File: src/sv/amv_pkg.sv
// Shared types and constants for the axis-blocking mover.
package amv_pkg;

   localparam int COORD_BITS = 16;
   localparam int ID_BITS    = 16;
   localparam int SIZE_BITS  = 15;
   localparam int EXT_BITS   = COORD_BITS + 3;

   typedef enum logic [1:0] {
      CMD_CLEAR = 2'd0,
      CMD_ADD   = 2'd1,
      CMD_MOVE  = 2'd2,
      CMD_NOP   = 2'd3
   } cmd_type;

   typedef enum logic [1:0] {
      ST_IDLE,
      ST_EVAL,
      ST_REDUCE,
      ST_COMMIT
   } state_type;

   typedef struct packed {
      logic load;
      logic eval;
      logic reduce;
      logic commit;
   } ctl_type;

endpackage

File: src/sv/amv_ctrl.sv
// Controller state machine: sequences load, evaluate, reduce and commit.
module amv_ctrl
   import amv_pkg::*;
(
   input  logic    clock,
   input  logic    reset,
   input  logic    req_valid,
   output logic    req_stall,
   output logic    rsp_valid,
   input  logic    rsp_stall,
   output ctl_type ctl
);

   state_type state_ff, state_in;
   logic      rsp_valid_ff, rsp_valid_in;
   logic      fire;

   assign fire = !rsp_valid_ff || !rsp_stall;

   always_comb begin
      state_in = state_ff;
      unique case (state_ff)
         ST_IDLE:   if (req_valid) state_in = ST_EVAL;
         ST_EVAL:   state_in = ST_REDUCE;
         ST_REDUCE: state_in = ST_COMMIT;
         ST_COMMIT: if (fire) state_in = ST_IDLE;
         default:   state_in = ST_IDLE;
      endcase
   end

   always_comb begin
      ctl          = '0;
      req_stall    = 1'b1;
      rsp_valid_in = rsp_valid_ff && rsp_stall;
      unique case (state_ff)
         ST_IDLE: begin
            req_stall = 1'b0;
            ctl.load  = req_valid;
         end
         ST_EVAL:   ctl.eval = 1'b1;
         ST_REDUCE: ctl.reduce = 1'b1;
         ST_COMMIT: begin
            ctl.commit = fire;
            if (fire) rsp_valid_in = 1'b1;
         end
         default: ;
      endcase
   end

   always_ff @(posedge clock) begin
      if (reset) begin
         state_ff     <= ST_IDLE;
         rsp_valid_ff <= 1'b0;
      end else begin
         state_ff     <= state_in;
         rsp_valid_ff <= rsp_valid_in;
      end
   end

   assign rsp_valid = rsp_valid_ff;

endmodule

File: config.mk
export PLATFORM = sky130hd
export DESIGN_NAME = amv_ctrl
export DESIGN_NICKNAME = d
export VERILOG_FILES = /design/src/sv/amv_pkg.sv /design/src/sv/amv_ctrl.sv
export SDC_FILE = /design/constraint.sdc
export NUM_CORES = 1
export LEC_CHECK = 0
export ABC_AREA = 1
export BUFFER_PORTS_ARGS = -buffer_cell sky130_fd_sc_hd__buf_2
export CAP_MARGIN = 0
export CORE_AREA = 2 2 39 41
export DETAILED_ROUTE_END_ITERATION = 8
export DIE_AREA = 0 0 41 43
export GPL_ROUTABILITY_DRIVEN = 0
export HOLD_SLACK_MARGIN = 0.02
export MAX_ROUTING_LAYER = met4
export PLACE_DENSITY = 0.34
export SLEW_MARGIN = 0
export SYNTH_ARGS = -nofsm -noshare
export SYNTH_HDL_FRONTEND = slang
export SYNTH_SLANG_ARGS = --single-unit
File: constraint.sdc
create_clock -name clock -period 1.02 [get_ports clock]
set_input_delay 0.204 -clock clock [delete_from_list [all_inputs] [get_ports clock]]
set_output_delay 0.204 -clock clock [all_outputs]
set_load 0.01 [all_outputs]
# Word level (Yosys, flattened, before mapping)
# Index checks and enable logic that the tools add are counted.
dict set report word_totals {
  reg_bits 3
  latch_bits 0
  mem_bits_rw 0
  mem_bits_ro 0
  input_bits 4
  out_inout_bits 6
  elab_cells 23
  memories 0
}
dict set report classes {
  add_sub_neg 0
  n_mul 0
  div 0
  magnitude_cmp 0
  eq_ne 5
  shift 0
  n_mux 10
  bitwise_logic 0
  n_reduce_logical 6
}
# operator n
set op_table {}
lappend op_table {{$pmux 2 s4} 1}
lappend op_table {{$mux 1} 7}
lappend op_table {{$eq 2x2->1 const B} 2}
lappend op_table {{$mux 2} 2}
lappend op_table {{$ne 2x2->1 const B} 2}
lappend op_table {{$eq 2x1->1 const B} 1}
lappend op_table {{$logic_not 1->1} 2}
lappend op_table {{$logic_not 2->1} 1}
lappend op_table {{$reduce_and 2->1} 1}
lappend op_table {{$logic_and 1x1->1} 1}
lappend op_table {{$logic_or 1x1->1} 1}

# Longest topological paths before layout
dict set report logic_depth {
  depth_word 4
  mapped_depth 6
  depth_no_buf 6
}

# Worst setup path before layout
# Ideal clock, no wire load.
dict set report synth_timing {
  kind {flip-flop to flip-flop}
  start {register state_ff[0]}
  end {register state_ff[0]}
  setup_time_ns 0.115
  arrival_ns 0.911
  t_required_ns 0.905
  setup_slack_ns -0.006
  stages_incl_launch_ff 7
  n_path_buf 0
  period_less_slack_ns 1.026
  path_cell_list {dfxtp_1 -> inv_1 -> ha_1 -> nor2_1 -> nand3_1 -> nand2_1 -> nor2_1}
}
dict set report synth_between {
  elab_chain_len 3
  elab_cells_between_ends 8
  cone_classes {5 x eq/ne; 1 x mux; 2 x reduce/logical}
}
# item line
set synth_lines {}
lappend synth_lines {{from (decl)} amv_ctrl.sv:14} ;# state_type state_ff, state_in;
lappend synth_lines {{from (signal assigned)} amv_ctrl.sv:55} ;# state_ff <= state_in;
lappend synth_lines {{$eq 2x2->1 / $logic_not 2->1 (equally long branches)} amv_ctrl.sv:22} ;# unique case (state_ff)
lappend synth_lines {{$ne 2x2->1 (no line)} --}
lappend synth_lines {{$reduce_and 2->1 (no line)} --}
# Parallel ways exist; a longest one is shown, timed or not.
# A chain may end at the register's enable or synchronous reset.

==> metrics.md <==
| Metric | Value |
|---|---|
| Result of the run | finished, violations left |
| Failing checks | setup timing |
| Number of maximum-capacitance constraint violations | 0 |
| Syn. warnings | 0 |
| Library cells used by synthesis | 9 |
| Complex-gate fraction of the synthesized area | between 8 and 9% |
| Routed Antenna Nets | 0 |
| Area of the core | 0.001384 mm² |
| Critical Path AT | 1.02 ns |
| Total global routing overflow | 0 |
| Post-synthesis share of cell area spent on xor and xnor gates | 0% |
| Antenna cells | 0 |
| Pin count of the biggest net entering global routing | 5 |
| Number of hold violations in the final report | 0 |
| Sink count of the clock tree | 3 |
| Top cells by area, synth | ha_1 28%, dfxtp_1 27%, inv_1 13% |
| Initial Util | 16.27% |
| Startpoint of the most critical register-to-register path | state_ff[0]$_SDFFE_PP0P_ |
| Power Dens Cells | 2789 mW/mm² |
| Syn Inst Count | 31 |
| Die area | around 0.0018 mm² |
| Worst setup EP type | primary output |
| Most common cell after layout, fill and taps aside | buf_2 |
| # nets final | 61 |
| Via count of the first global-routing pass | 224 |
| Register bit total from synthesis | 3 |
| Fraction of the yosys area taken by sequential cells | a little over a quarter |
| Startpoint of the tightest hold check path | reset |
| Simple logic cell fraction of the synthesized area | between 20% and 30% |
| RSZ-0062 raised after global routing | true |
| Share of synthesized area spent on multiplexers | 0% |
| Final setup skew | around 0.0030 ns |
| Overall track demand over capacity in global routing | under 10% |
| Remaining design rule violation count | 0 |
| Hold WC Path Type | primary input to flip-flop |
| Mean number of vias per cell | 3.701 |
| Clock H-tree levels | 1 |
| Area of the mapped netlist | 225.2 µm² |
| Clock-pin slew reported for the worst setup and hold paths after clock tree synthesis | about 0.040 ns |
| HPWL after detailed placement | about 350 µm |
| Synthesized netlist net count | 40 |
| Utilization after layout | 33.73% |
| Total number of placement rows | 14 |
| Clock tree from TritonCTS | done |
| Transition time at the pin with the least slew margin | approximately 0.16 ns |
| Area growth from synthesis to final layout | 107.2% |
| Final count of pins violating max slew | 0 |
| Number of ports placed on the die boundary | 10 |
| Fmax | between 800 and 900 MHz |
| Combinational family with the most area after synthesis | adder cells |
| Die boundary width | between 40 and 50 µm |
| Worst Setup Path Type | flip-flop to primary output |
| Adder-cell share of the synthesized area | ~28% |
| Die boundary height | between 40 and 50 µm |
| Final setup violation count | 7 |
| Slew margin rel. | between 80% and 90% |
| DRT Wirelength | 506 µm |
| Detailed Routing Iterations Pass 1 | 1 |
| Routed WL per cell | about 7.6 µm |
| Tmin final | 1.225 ns |
| Required time at the endpoint of the critical path | roughly 0.82 ns |
| First element of the critical path | state_ff[1]$_SDFFE_PP0P_ |
| Post-synthesis cell type with the largest combined area | ha_1 |
| Post-layout worst setup margin | -0.2051 ns |
| Minimum hold slack | 0.1429 ns |
| Post-synth top area share | between 20% and 30% |
| Latest clock arrival within the worst-skew pair | around 0.23 ns |
| CTS root buf | clkbuf_4 |
| Mean cell area of the mapped netlist | between 7 and 8 µm² |
| Maximum buffer depth of the clock tree | 2 |
| Maximum vdd drop | between 0.9 and 1 mV |
| Count of port buffers added during placement | 9 |
| Number of buffers inserted during clock tree synthesis | 3 |
| DR iter-0 viols | 0 |
| Commonest non-fill, non-tap cells in the layout | 7 x buf_2, 6 x buf_4, 5 x inv_1 |
| Total leakage power | 0.0002290 µW |
| Number of antenna violations at the first check in global routing | 0 |
| Period Utilization, post-route | 120.1% |
| Share of final-layout standard cells stronger than drive strength 1 | between 70 and 80% |
| CP Max Fanout | 3 |
| Type of element launching the critical path | flip-flop |
| Routed via count | 248 |
| First-pass GRT wire length | a little over 800 µm |
[logic make-up (layout without fill, tap and decap cells)]
kind of cell | after synthesis | in the layout
AO/OA/AOI/OAI | 4 | 4
buffers and inverters | 8 | 28
AND/OR/NAND/NOR | 11 | 11
adder cells (fa/ha/maj) | 5 | 5
flip-flops | 3 | 3
[state kept, by name, summed over array words and instances (netlist names)]
signal and cells:
rsp_valid 1, state_ff 2
[stage by stage]
step / setup slack, ns / cell area [µm²] / setup TNS [ns] / cells / power (µW)
6_report: -0.2051 / 466.7 / -1.006 / 67 / 1302
5_1_grt: -0.2462 / 466.7 / -1.356 / 67 / 1441
4_1_cts: -0.2097 / 441.7 / -1.050 / 67 / 1244
3_5_place_dp: -0.09006 / 315.3 / -0.2691 / 59 / 713.3
3_3_place_gp: -0.08430 / 315.3 / -0.2867 / 59 / 730.8
2_1_floorplan: 0.006705 / 227.7 / 0 / 31 / 527.1
[area by class of cell]
| cell class | instances | area, µm² |
|---|---|---|
| fillers | 154 | 917.1 |
| multi-input cells | 20 | 203.9 |
| repair buffers | 16 | 113.9 |
| flip-flops and latches | 3 | 67.56 |
| inverters | 8 | 35.03 |
| clock buffers | 4 | 26.28 |
| well taps | 16 | 20.02 |
[per-layer routing]
layer / wire length (µm) / global-route usage, % / up-vias
met1: 207 / 8.280 / 107
met4: 14 / 8.000 / 0
met3: 17 / 1.571 / 2
met5: 0 / - / -
met2: 267 / 9.688 / 5
li1: - / - / 134
[where the power goes]
| group | switching, µW | total [µW] | internal (µW) |
|---|---|---|---|
| Clock | 62.8 | 209 | 147 |
| Combinational | 380 | 830 | 450 |
| Sequential | 77.5 | 262 | 185 |
[cells in the mapped netlist]
master   number
inv_1         8
ha_1          5
a21oi_1       4
nand2_1       4
dfxtp_1       3
nor2_1        3
nand3_1       2
nand2_2       1
nand3_2       1
[repair_timing]
| action | 4_1_cts | 5_1_grt |
|---|---|---|
| setup endpoints to repair | 7 | 8 |
| gates resized for setup | 21 | 5 |
| pin swaps | 6 | 1 |
| hold buffers | 0 | 0 |
| gates cloned | 0 | 0 |
| setup buffers | 4 | 0 |
[final timing paths]
path / to / slack [ns] / cells after the start
setup / recovery: ctl[1] / -0.21 / 3
hold reg to reg: rsp_valid$_SDFF_PP0_ / 0.52 / 2
hold / removal: rsp_valid$_SDFF_PP0_ / 0.14 / 2
setup reg to reg: state_ff[0]$_SDFFE_PP0P_ / -0.08 / 7
[critical path, stage by stage (launching register included)]
cell     delay [ns]
dfxtp_4        0.35
buf_4          0.14
ha_2           0.18
buf_6          0.12
Note: power is estimated with default switching activity, not from simulation.
